File: src/sv/pets_pkg.sv
// Package for the per-event timing statistics unit: fixed field widths,
// request opcodes and the controller state type. No dependencies.
package pets_pkg;

	localparam int OP_BITS    = 1;
	localparam int IDX_BITS   = 5;
	localparam int IN_T_BITS  = 32;
	localparam int CNT_BITS   = 32;
	localparam int OUT_T_BITS = 32;
	localparam int TOT_BITS   = 48;

	localparam logic [OP_BITS-1:0] OP_RECORD = 1'b0;
	localparam logic [OP_BITS-1:0] OP_QUERY  = 1'b1;

	typedef enum logic [4:0] {
		ST_CLEAR = 5'b00001,
		ST_IDLE  = 5'b00010,
		ST_LOOK  = 5'b00100,
		ST_DIV   = 5'b01000,
		ST_OUT   = 5'b10000
	} pets_state_t;

endpackage

File: src/sv/per_event_timing_statistics_unit.sv
// Per-event timing statistics unit: statistics table in synchronous memory,
// read-modify-write controller and a bit-serial divider for the mean.
// Depends on pets_pkg.
//
//  channel | signals                                   | direction
//  --------+-------------------------------------------+----------
//  in      | in_valid, in_ready, op, event_index,      | request in
//          | sample_time                               |
//  out     | out_valid, out_ready, queried_event,      | result out
//          | exec_count, min_time, max_time,           |
//          | total_ticks, mean_time                    |
//
// A record request reads the memory at accept and writes the entry back in
// ST_LOOK. A query passes through ST_LOOK, then the divider when the entry
// holds at least one sample (one quotient bit per cycle), then ST_OUT.
// After reset a clearing pass writes zero to every entry, one per cycle, and
// in_ready stays low meanwhile.
// A finished query waits in the output register; the next request is taken
// while it waits, and only a further query result stalls on out_ready.
module per_event_timing_statistics_unit #(
	parameter int NUM_EVENTS = 32,
	parameter int TIME_BITS  = 32,
	parameter int SUM_BITS   = 48
) (
	input  logic                              clk,
	input  logic                              arst_n,
	input  logic                              in_valid,
	output logic                              in_ready,
	input  logic [pets_pkg::OP_BITS-1:0]      op,
	input  logic [pets_pkg::IDX_BITS-1:0]     event_index,
	input  logic [pets_pkg::IN_T_BITS-1:0]    sample_time,
	output logic                              out_valid,
	input  logic                              out_ready,
	output logic [pets_pkg::IDX_BITS-1:0]     queried_event,
	output logic [pets_pkg::CNT_BITS-1:0]     exec_count,
	output logic [pets_pkg::OUT_T_BITS-1:0]   min_time,
	output logic [pets_pkg::OUT_T_BITS-1:0]   max_time,
	output logic [pets_pkg::TOT_BITS-1:0]     total_ticks,
	output logic [pets_pkg::OUT_T_BITS-1:0]   mean_time
);
	import pets_pkg::*;

	localparam int AW = $clog2(NUM_EVENTS);
	// wide enough to hold both the index and NUM_EVENTS itself
	localparam int XW = ((AW > IDX_BITS) ? AW : IDX_BITS) + 1;
	localparam int SW = $clog2(SUM_BITS + 1);
	localparam int EW = CNT_BITS + SUM_BITS + 2 * TIME_BITS;
	localparam logic [TIME_BITS-1:0] TIME_MAX = '1;
	localparam logic [SUM_BITS-1:0]  SUM_MAX  = '1;
	localparam logic [CNT_BITS-1:0]  CNT_MAX  = '1;

	pets_state_t state_q;

	// statistics memory: count, total, minimum and maximum of one entry per word
	logic [EW-1:0] stat_mem [NUM_EVENTS];

	logic [AW-1:0] clr_q;

	// request captured at accept
	logic [OP_BITS-1:0]   op_s1;
	logic [IDX_BITS-1:0]  idx_s1;
	logic [AW-1:0]        addr_s1;
	logic                 hit_s1;
	logic [TIME_BITS-1:0] t_s1;

	// registered read data
	logic [CNT_BITS-1:0]  rd_cnt_s2;
	logic [SUM_BITS-1:0]  rd_sum_s2;
	logic [TIME_BITS-1:0] rd_min_s2;
	logic [TIME_BITS-1:0] rd_max_s2;

	// query result being assembled
	logic [CNT_BITS-1:0]  q_cnt_q;
	logic [SUM_BITS-1:0]  q_sum_q;
	logic [TIME_BITS-1:0] q_min_q;
	logic [TIME_BITS-1:0] q_max_q;

	// divider
	logic [CNT_BITS-1:0] rem_q;
	logic [SUM_BITS-1:0] quo_q;
	logic [SW-1:0]       step_q;
	logic [CNT_BITS:0]   trial;
	logic                take;

	// output register
	logic                  out_valid_q;
	logic [IDX_BITS-1:0]   out_idx_q;
	logic [CNT_BITS-1:0]   out_cnt_q;
	logic [OUT_T_BITS-1:0] out_min_q;
	logic [OUT_T_BITS-1:0] out_max_q;
	logic [TOT_BITS-1:0]   out_tot_q;
	logic [OUT_T_BITS-1:0] out_mean_q;

	logic                 in_fire;
	logic [XW-1:0]        idx_x;
	logic                 in_table;
	logic [AW-1:0]        in_addr;
	logic [63:0]          t_x;
	logic [TIME_BITS-1:0] t_sat;

	logic                 mem_we;
	logic [AW-1:0]        wr_addr;
	logic [CNT_BITS-1:0]  wr_cnt;
	logic [SUM_BITS-1:0]  wr_sum;
	logic [TIME_BITS-1:0] wr_min;
	logic [TIME_BITS-1:0] wr_max;
	logic [SUM_BITS:0]    sum_wide;
	logic                 first;
	logic                 out_free;

	assign in_ready = (state_q == ST_IDLE);
	assign in_fire  = in_valid && in_ready;
	assign out_free = !out_valid_q || out_ready;

	// Decode the index; entries beyond the table are ignored by a record
	// and read back as all zero by a query.
	assign idx_x    = XW'(event_index);
	assign in_table = (idx_x < XW'(NUM_EVENTS));
	assign in_addr  = idx_x[AW-1:0];

	// Clamp a sample that does not fit the stored time width.
	assign t_x   = 64'(sample_time);
	assign t_sat = (t_x > 64'(TIME_MAX)) ? TIME_MAX : t_x[TIME_BITS-1:0];

	// Update of one entry from the registered read data.
	assign first    = (rd_cnt_s2 == '0);
	assign sum_wide = (SUM_BITS + 1)'(rd_sum_s2) + (SUM_BITS + 1)'(t_s1);

	always_comb begin
		mem_we  = 1'b0;
		wr_addr = addr_s1;
		wr_cnt  = '0;
		wr_sum  = '0;
		wr_min  = '0;
		wr_max  = '0;
		if (state_q == ST_CLEAR) begin
			mem_we  = 1'b1;
			wr_addr = clr_q;
		end else if (state_q == ST_LOOK && op_s1 == OP_RECORD && hit_s1) begin
			mem_we = 1'b1;
			wr_cnt = (rd_cnt_s2 == CNT_MAX) ? rd_cnt_s2 : rd_cnt_s2 + 1'b1;
			wr_sum = (sum_wide > (SUM_BITS + 1)'(SUM_MAX)) ? SUM_MAX
			                                                : sum_wide[SUM_BITS-1:0];
			wr_max = (t_s1 > rd_max_s2) ? t_s1 : rd_max_s2;
			wr_min = (first || t_s1 < rd_min_s2) ? t_s1 : rd_min_s2;
		end
	end

	// Memory: one write port, one registered read port. Only one request is
	// in flight, so a read never meets a pending write to the same entry.
	always_ff @(posedge clk) begin
		if (mem_we) begin
			stat_mem[wr_addr] <= {wr_cnt, wr_sum, wr_min, wr_max};
		end
		if (in_fire && in_table) begin
			{rd_cnt_s2, rd_sum_s2, rd_min_s2, rd_max_s2} <= stat_mem[in_addr];
		end
	end

	// Restoring divider step: one quotient bit per cycle.
	assign trial = {rem_q, quo_q[SUM_BITS-1]};
	assign take  = (trial >= {1'b0, q_cnt_q});

	// Payload registers: capture the request, assemble and divide.
	always_ff @(posedge clk) begin
		if (in_fire) begin
			op_s1   <= op;
			idx_s1  <= event_index;
			addr_s1 <= in_addr;
			hit_s1  <= in_table;
			t_s1    <= t_sat;
		end
		if (state_q == ST_LOOK) begin
			// hold the entry, or zeros for an index beyond the table
			q_cnt_q <= hit_s1 ? rd_cnt_s2 : '0;
			q_sum_q <= hit_s1 ? rd_sum_s2 : '0;
			q_min_q <= hit_s1 ? rd_min_s2 : '0;
			q_max_q <= hit_s1 ? rd_max_s2 : '0;
			rem_q   <= '0;
			quo_q   <= hit_s1 ? rd_sum_s2 : '0;
		end else if (state_q == ST_DIV) begin
			rem_q <= take ? CNT_BITS'(trial - {1'b0, q_cnt_q}) : trial[CNT_BITS-1:0];
			quo_q <= {quo_q[SUM_BITS-2:0], take};
		end
		if (state_q == ST_OUT && out_free) begin
			out_idx_q  <= idx_s1;
			out_cnt_q  <= q_cnt_q;
			out_min_q  <= OUT_T_BITS'(q_min_q);
			out_max_q  <= OUT_T_BITS'(q_max_q);
			out_tot_q  <= TOT_BITS'(q_sum_q);
			// the sum itself is left in quo_q when the count is zero
			out_mean_q <= (q_cnt_q == '0) ? '0 : OUT_T_BITS'(quo_q);
		end
	end

	// Controller.
	always_ff @(posedge clk or negedge arst_n) begin
		if (!arst_n) begin
			state_q     <= ST_CLEAR;
			clr_q       <= '0;
			step_q      <= '0;
			out_valid_q <= 1'b0;
		end else begin
			// raise the result when a query finishes; drop it once taken
			if (state_q == ST_OUT && out_free) begin
				out_valid_q <= 1'b1;
			end else if (out_ready) begin
				out_valid_q <= 1'b0;
			end
			case (state_q)
				ST_CLEAR: begin
					clr_q <= clr_q + 1'b1;
					if (clr_q == AW'(NUM_EVENTS - 1)) begin
						state_q <= ST_IDLE;
					end
				end
				ST_IDLE: begin
					if (in_fire) begin
						state_q <= ST_LOOK;
					end
				end
				ST_LOOK: begin
					step_q <= '0;
					if (op_s1 == OP_RECORD) begin
						state_q <= ST_IDLE;
					end else if (hit_s1 && rd_cnt_s2 != '0) begin
						state_q <= ST_DIV;
					end else begin
						state_q <= ST_OUT;
					end
				end
				ST_DIV: begin
					step_q <= step_q + 1'b1;
					if (step_q == SW'(SUM_BITS - 1)) begin
						state_q <= ST_OUT;
					end
				end
				ST_OUT: begin
					if (out_free) begin
						state_q <= ST_IDLE;
					end
				end
				default: begin
					state_q <= ST_IDLE;
				end
			endcase
		end
	end

	assign out_valid     = out_valid_q;
	assign queried_event = out_idx_q;
	assign exec_count    = out_cnt_q;
	assign min_time      = out_min_q;
	assign max_time      = out_max_q;
	assign total_ticks   = out_tot_q;
	assign mean_time     = out_mean_q;

endmodule
File: config.mk
export PLATFORM = sky130hd
export DESIGN_NAME = per_event_timing_statistics_unit
export DESIGN_NICKNAME = d
export VERILOG_FILES = /design/src/sv/pets_pkg.sv /design/src/sv/per_event_timing_statistics_unit.sv
export SDC_FILE = /design/constraint.sdc
export NUM_CORES = 2
export LEC_CHECK = 0
export ABC_AREA = 0
export BUFFER_PORTS_ARGS = -buffer_cell sky130_fd_sc_hd__buf_2
export CAP_MARGIN = 20
export CORE_UTILIZATION = 57
export DETAILED_ROUTE_END_ITERATION = 6
export PLACE_DENSITY = 0.78
export SETUP_SLACK_MARGIN = 0.4
export SYNTH_ARGS = -nofsm -noshare
export SYNTH_HDL_FRONTEND = slang
export SYNTH_MEMORY_MAX_BITS = 65536
export SYNTH_SLANG_ARGS = --single-unit
File: constraint.sdc
create_clock -name clk -period 29.2 [get_ports clk]
set_input_delay 2.92 -clock clk [delete_from_list [all_inputs] [get_ports clk]]
set_output_delay 2.92 -clock clk [all_outputs]
set_load 0.005 [all_outputs]
Yosys cells after proc, flatten, opt, wreduce, memory -nomap -nowiden
Memories as Yosys holds them, arrays and structs flattened. A register that Yosys moved wholly into a read port is not among the register bits.
Index checks and enable logic that the tools add are counted.
{"block": "word_totals", "mem_count": 1, "elab_cells": 91, "mem_bits_rw": 4608, "out_inout_bits": 183, "ff_bits": 461}
{"name": "stat_mem", "depth": 32, "width": 144, "read_ports": 1, "rd_ports_with_merged_regs": 1, "wr": 1, "line": "per_event_timing_statistics_unit.sv:55", "text": "logic [EW-1:0] stat_mem [NUM_EVENTS];"}
{"block": "classes", "bitwise": 1, "n_lt_le_gt_ge": 6, "muxes": 31, "reduce_logical": 15, "add_sub_neg": 5, "n_eq_ne": 12}
{"operator": "$mux W32", "n": 10}
{"operator": "$mux W48", "n": 6}
{"operator": "$logic_not A32 Y1", "n": 2}
{"operator": "$add A48 B32 Y49", "n": 1}
{"operator": "$gt A49 B48 Y1 const B", "n": 1}
{"operator": "$mux W5", "n": 7}
{"operator": "$ge A33 B32 Y1", "n": 1}
{"operator": "$add A32 B1 Y32 const B", "n": 1}
{"operator": "$eq A32 B32 Y1 const B", "n": 1}
{"operator": "$gt A32 B32 Y1", "n": 1}
{"operator": "$gt A32 B32 Y1 const B", "n": 1}
{"operator": "$lt A32 B32 Y1", "n": 1}
{"operator": "$reduce_bool A32 Y1", "n": 1}
{"operator": "$sub A32 B32 Y32", "n": 1}
{"operator": "$pmux W5 S5", "n": 1}
{"operator": "$pmux W6 S2", "n": 1}
{"operator": "$eq A5 B5 Y1 const B", "n": 2}
{"operator": "$add A6 B1 Y6 const B", "n": 1}
{"operator": "$eq A6 B6 Y1 const B", "n": 1}
{"operator": "$logic_and A1 B1 Y1", "n": 6}
{"operator": "$lt A5 B6 Y1 const B", "n": 1}
{"operator": "$mux W1", "n": 6}
{"operator": "$ne A2 B1 Y1 const B", "n": 3}
{"operator": "$add A5 B1 Y5 const B", "n": 1}
{"operator": "other kinds (10)", "n": 12}

Depth between registers and ports, before layout
{"block": "depth", "word_depth": 7, "depth_mapped": 13, "depth_no_buf": 12}

Worst setup path after synthesis
Ideal clock, no wire load.
{"block": "synth_path", "path_kind": "input -> register", "start": "in out_ready", "end": "reg out_cnt_q[0], in the netlist exec_count[0], enable pin", "path_slack_ps": 16735, "stages": 2, "arrival_ps": 11682, "setup_time_ps": 783, "path_buffers": 0, "cell_sequence": "inv_1 -> a21oi_1"}
{"block": "synth_between", "elab_chain_len": 2}
{"item": "from (decl)", "line": "per_event_timing_statistics_unit.sv:33", "text": "input logic out_ready,"}
{"item": "$logic_or A1 B1 Y1", "line": "per_event_timing_statistics_unit.sv:113", "text": "assign out_free = !out_valid_q || out_ready;"}
{"item": "$logic_and A1 B1 Y1", "line": "per_event_timing_statistics_unit.sv:185", "text": "if (state_q == ST_OUT && out_free) begin"}
{"item": "to (signal assigned)", "line": "per_event_timing_statistics_unit.sv:187", "text": "out_cnt_q <= q_cnt_q;"}
{"item": "to (decl)", "line": "per_event_timing_statistics_unit.sv:88", "text": "logic [CNT_BITS-1:0] out_cnt_q;"}
No other way between the ends.
A chain may end at the register's enable or synchronous reset.

Final worst setup path
{"block": "layout_path", "start": "in event_index[0] (netlist name)", "end": "reg rd_sum_s2[9], read port of stat_mem, data pin"}
{"block": "layout_between", "elab_chain_len": 2}
{"item": "from (decl)", "line": "per_event_timing_statistics_unit.sv:30", "text": "input logic [pets_pkg::IDX_BITS-1:0] event_index,"}
{"item": "$lt A5 B6 Y1", "line": "per_event_timing_statistics_unit.sv:118", "text": "assign in_table = (idx_x < XW'(NUM_EVENTS));"}
{"item": "$logic_and A1 B1 Y1", "line": "per_event_timing_statistics_unit.sv:155", "text": "if (in_fire && in_table) begin"}
{"item": "to (decl)", "line": "per_event_timing_statistics_unit.sv:68", "text": "logic [SUM_BITS-1:0] rd_sum_s2;"}
Several ways; a longest one is shown, not always the timed one.

==> run summary <==
## Status
- **status** complete, but fails checks
- **violated checks** design-rule violations

## Floorplan
- **Boundary Pins** 225
- **die outline width** 596 µm
- **DIE AREA** 355000 µm²
- **standard-cell row count** 217
- **initial core utilization** 0.575
- **height of the die** 596 µm
- **core area** 350000 µm²

## Setup path
- **worst-case reg-to-reg path depth** 11
- **data required time of the critical path** 29.96 ns
- **most frequent cell on the critical path** sky130_fd_sc_hd__buf_4
- **capture point of the critical path** rd_sum_s2[9]$_DFFE_PP_
- **slack of the worst reg-to-reg path** 22.47 ns
- **CP cell instances** buf_12, buf_4, buf_4, buf_4, buf_4, buf_4, buf_4, mux4_2, mux4_2, mux2_2
- **category of the worst setup path capture point** register
- **signal arrival time at the worst endpoint** 9.95 ns
- **startpoint of the lowest-slack register-to-register path** state_q[1]$_DFFE_PN0P_
- **startpoint class of the critical path** input port
- **CP Max Fanout** 114
- **Crit Path Class** in -> reg
- **R2R Path End** stat_mem[20][113]$_DFFE_PP_
- **delay of the slowest cell on the worst path** 0.85 ns
- **Critical path origin** event_index[0]
- **slowest cell on the critical path** sky130_fd_sc_hd__buf_4

## Clock tree
- **root cell of the clock tree** sky130_fd_sc_hd__clkbuf_16
- **clock latency on the worst-skew pair** 1.04 ns
- **worst-case clock buffer depth** 4
- **number of sinks driven by the clock tree** 5212
- **clock buffers created by TritonCTS** 474
- **CTS tree** yes
- **H-Tree Level Count** 5
- **Setup Buffers After CTS** 0
- **cts-stage hold buffer count** 0
- **post-cts resize count** 0
- **CTS clock-pin slew for the worst setup and hold paths** 0.06 ns

## Logic synthesis
- **fraction of post-synthesis cell area in the top cell type by area** 0.770
- **Netlist cell types** 86
- **biggest area consumer among synthesized cells** sky130_fd_sc_hd__edfxtp_1
- **net count of the mapped netlist** 8927
- **warnings from Yosys** 0
- **count of state elements after synthesis** 5212
- **Syn Area/Cell** 23.0 µm²
- **most repeated cell in the gate-level netlist after synthesis** sky130_fd_sc_hd__edfxtp_1
- **Cells after Synth** 8751
- **top cell types by occurrence after synthesis** sky130_fd_sc_hd__edfxtp_1 (5163), sky130_fd_sc_hd__mux4_2 (1440), sky130_fd_sc_hd__clkbuf_1 (314), sky130_fd_sc_hd__nand2_1 (272), sky130_fd_sc_hd__mux2_2 (146)
- **largest cells by area after synthesis** sky130_fd_sc_hd__edfxtp_1 (77%), sky130_fd_sc_hd__mux4_2 (16%), sky130_fd_sc_hd__ha_1 (0.82%)
- **FFs w/ async S/R, synth** 0.00326
- **sequential element share of the synthesized area** 0.776
- **summed instance area of the synthesized netlist** 201000 µm²
- **most instantiated flip-flop cell in the synthesis netlist** sky130_fd_sc_hd__edfxtp_1
- **number of flops mapped to enable cells by yosys** 5163

## Power
- **Leakage** 71.3 nW
- **Power per Cell Area** 72.8 nW/µm²
- **worst ir drop on vdd** 0.0693 mV

## Routing
- **Detail Route Antenna Nets** 0
- **first-pass iteration count of the detailed router** 7
- **DR vias** 103000
- **number of design rule violations left after detail routing** 35
- **average routed wire per standard cell** 38.6 µm
- **DRT iter0 DRCs** 16600
- **average via count per standard cell** 7.18
- **final wirelength** 556000 µm

## Worst hold path
- **path type of the worst min-delay path** reg -> reg

## Cells and area
- **layout cell share with drive strength beyond 1** 0.301
- **multi-input logic area** 43700 µm²
- **post-route non-filler standard cell count** 14400
- **sequential cell area** 156000 µm²
- **post-layout util** 0.644
- **total number of nets in the final design** 9558
- **Layout fillers** 21200
- **area added between synthesis and finish** 12.1%

## STA
- **Worst slew margin** 0.175
- **final worst path period share** 0.315
- **pin slew with the least headroom to its limit** 1.23 ns
- **Layout Skew** 0.0682 ns
- **Setup Viol. Count Final** 0
- **final-report hold violation count** 0
- **unrepaired setup endpoints after global routing** false
- **Fmax** 109 MHz
- **total negative slack** 0 ns
- **count of pins over their slew limit** 0
- **final critical-path required period** 9.19 ns

## Placed design
- **final estimated routing congestion in global placement** 0.850
- **HPWL after detailed placement** 262000 µm
- **PortBufs** 224
- **instance count after placement with tap cells included** 13500

## Global route
- **first-pass GRT wire length** 771000 µm
- **number of antenna violations at the first check in global routing** 24
- **global router's overall resource usage** 0.310
- **overflow left after global routing** 0
- **maximum number of pins on one net before global-route repair** 143
- **number of global-route vias before repair** 103000

## Run
- **Max Cap Violations** 0

-- routing by layer --
layer | up-vias | routed length, µm | GRT usage
li1 | 38400 | - | -
met3 | 1756 | 75100 | 0.0695
met4 | 16 | 31700 | 0.154
met1 | 53600 | 183000 | 0.412
met5 | - | 107 | 0
met2 | 9591 | 266000 | 0.490
-- registers in the layout, indices dropped and copies added (netlist names), 6 cells and up --
name         count
exec_count      32
max_time        32
mean_time       32
min_time        32
q_cnt_q         32
q_max_q         32
q_min_q         32
q_sum_q         48
quo_q           48
rd_cnt_s2       32
rd_max_s2       32
rd_min_s2       32
rd_sum_s2       48
rem_q           32
stat_mem      4608
step_q           6
t_s1            32
total_ticks     48
-- cells in the final DEF (no fill, tap or decap), types with 16 or more instances in the layout --
cell                            n
sky130_fd_sc_hd__inv_1        126
sky130_fd_sc_hd__mux4_2      1440
sky130_fd_sc_hd__nand4_1       33
sky130_fd_sc_hd__buf_4        294
sky130_fd_sc_hd__buf_2        219
sky130_fd_sc_hd__nand2_1      272
sky130_fd_sc_hd__nor4_1        19
sky130_fd_sc_hd__edfxtp_1    5163
sky130_fd_sc_hd__buf_8         18
sky130_fd_sc_hd__dfxtp_1       32
sky130_fd_sc_hd__mux2i_1       26
sky130_fd_sc_hd__xor2_1        45
sky130_fd_sc_hd__nand3_1      106
sky130_fd_sc_hd__clkbuf_1      98
sky130_fd_sc_hd__ha_1         132
sky130_fd_sc_hd__a21o_1        40
sky130_fd_sc_hd__mux2_2       146
sky130_fd_sc_hd__clkinvlp_4    19
sky130_fd_sc_hd__o31ai_2       17
sky130_fd_sc_hd__or3_1         19
sky130_fd_sc_hd__nor2_1       103
sky130_fd_sc_hd__nor3_1        16
sky130_fd_sc_hd__a21oi_1      102
sky130_fd_sc_hd__nor2_4        35
sky130_fd_sc_hd__nor2b_1       44
sky130_fd_sc_hd__buf_12        36
sky130_fd_sc_hd__and3_1        25
sky130_fd_sc_hd__xnor2_1       36
sky130_fd_sc_hd__o21ai_0       81
sky130_fd_sc_hd__a31oi_1       16
sky130_fd_sc_hd__o21ai_1       36
sky130_fd_sc_hd__bufinv_16     41
sky130_fd_sc_hd__dfrtp_1       16
sky130_fd_sc_hd__clkinv_2      85
sky130_fd_sc_hd__clkinv_1     118
sky130_fd_sc_hd__clkbuf_16    480
sky130_fd_sc_hd__diode_2       16
-- cell type report --
| class | count | share of cell area |
|---|---|---|
| diodes | 16 | 0.000177 |
| inverters | 128 | 0.00217 |
| clock inverters | 294 | 0.0119 |
| flip-flops and latches | 5212 | 0.692 |
| well taps | 4599 | 0.0255 |
| multi-input cells | 2994 | 0.194 |
| clock buffers | 581 | 0.0550 |
| repair buffers | 572 | 0.0196 |
-- power breakdown --
group / leakage [nW] / internal, W / switching, W
Clock: 7.34 / 0.00338 / 0.00277
Sequential: 47.1 / 0.00858 / 0.000207
Combinational: 16.9 / 0.000488 / 0.000996
Total: 71.3 / 0.0124 / 0.00397
-- cell families (layout without fill, tap and decap cells) --
group           after synthesis  count (layout)  synth area share
mux                        1612            1612             0.171
other cells                   0              16                 0
flops                      5212            5212             0.776
buf+inv                     545            1575            0.0106
fa+ha+maj                   134             134           0.00841
compound gates              436             436            0.0140
xor+xnor                     81              81           0.00353
simple gates                731             731            0.0172
-- through the flow --
step	hold WS [ns]	total power [W]	setup WS [ns]	cell area [µm²]
final	0.418	0.0164	20.01	226000
after global placement	0.403	0.0103	18.80	210000
after global routing	0.412	0.0168	19.25	226000
after CTS	0.415	0.0164	19.77	225000
after floorplan	0.400	0.00973	16.74	201000
after detailed placement	0.405	0.0103	18.79	210000
-- critical path: cells and delay by family --
family	cells	cell delay, ns
multiplexers	3	1.39
buffers and inverters	7	5.17
-- worst min-delay path by stage --
| stage | startpoint | to | slack, ns | cells past startpoint |
|---|---|---|---|---|
| after floorplan | q_max_q[0]$_DFFE_PP_ | max_time[0]$_DFFE_PP_ | 0.40 | 0 |
| after global placement | q_min_q[23]$_DFFE_PP_ | min_time[23]$_DFFE_PP_ | 0.40 | 0 |
| after detailed placement | q_max_q[16]$_DFFE_PP_ | max_time[16]$_DFFE_PP_ | 0.40 | 0 |
| after CTS | q_sum_q[28]$_DFFE_PP_ | total_ticks[28]$_DFFE_PP_ | 0.41 | 0 |
| after global routing | q_sum_q[27]$_DFFE_PP_ | total_ticks[27]$_DFFE_PP_ | 0.41 | 0 |
| final | q_min_q[4]$_DFFE_PP_ | min_time[4]$_DFFE_PP_ | 0.42 | 0 |
Power figures use the tool's default switching activity.
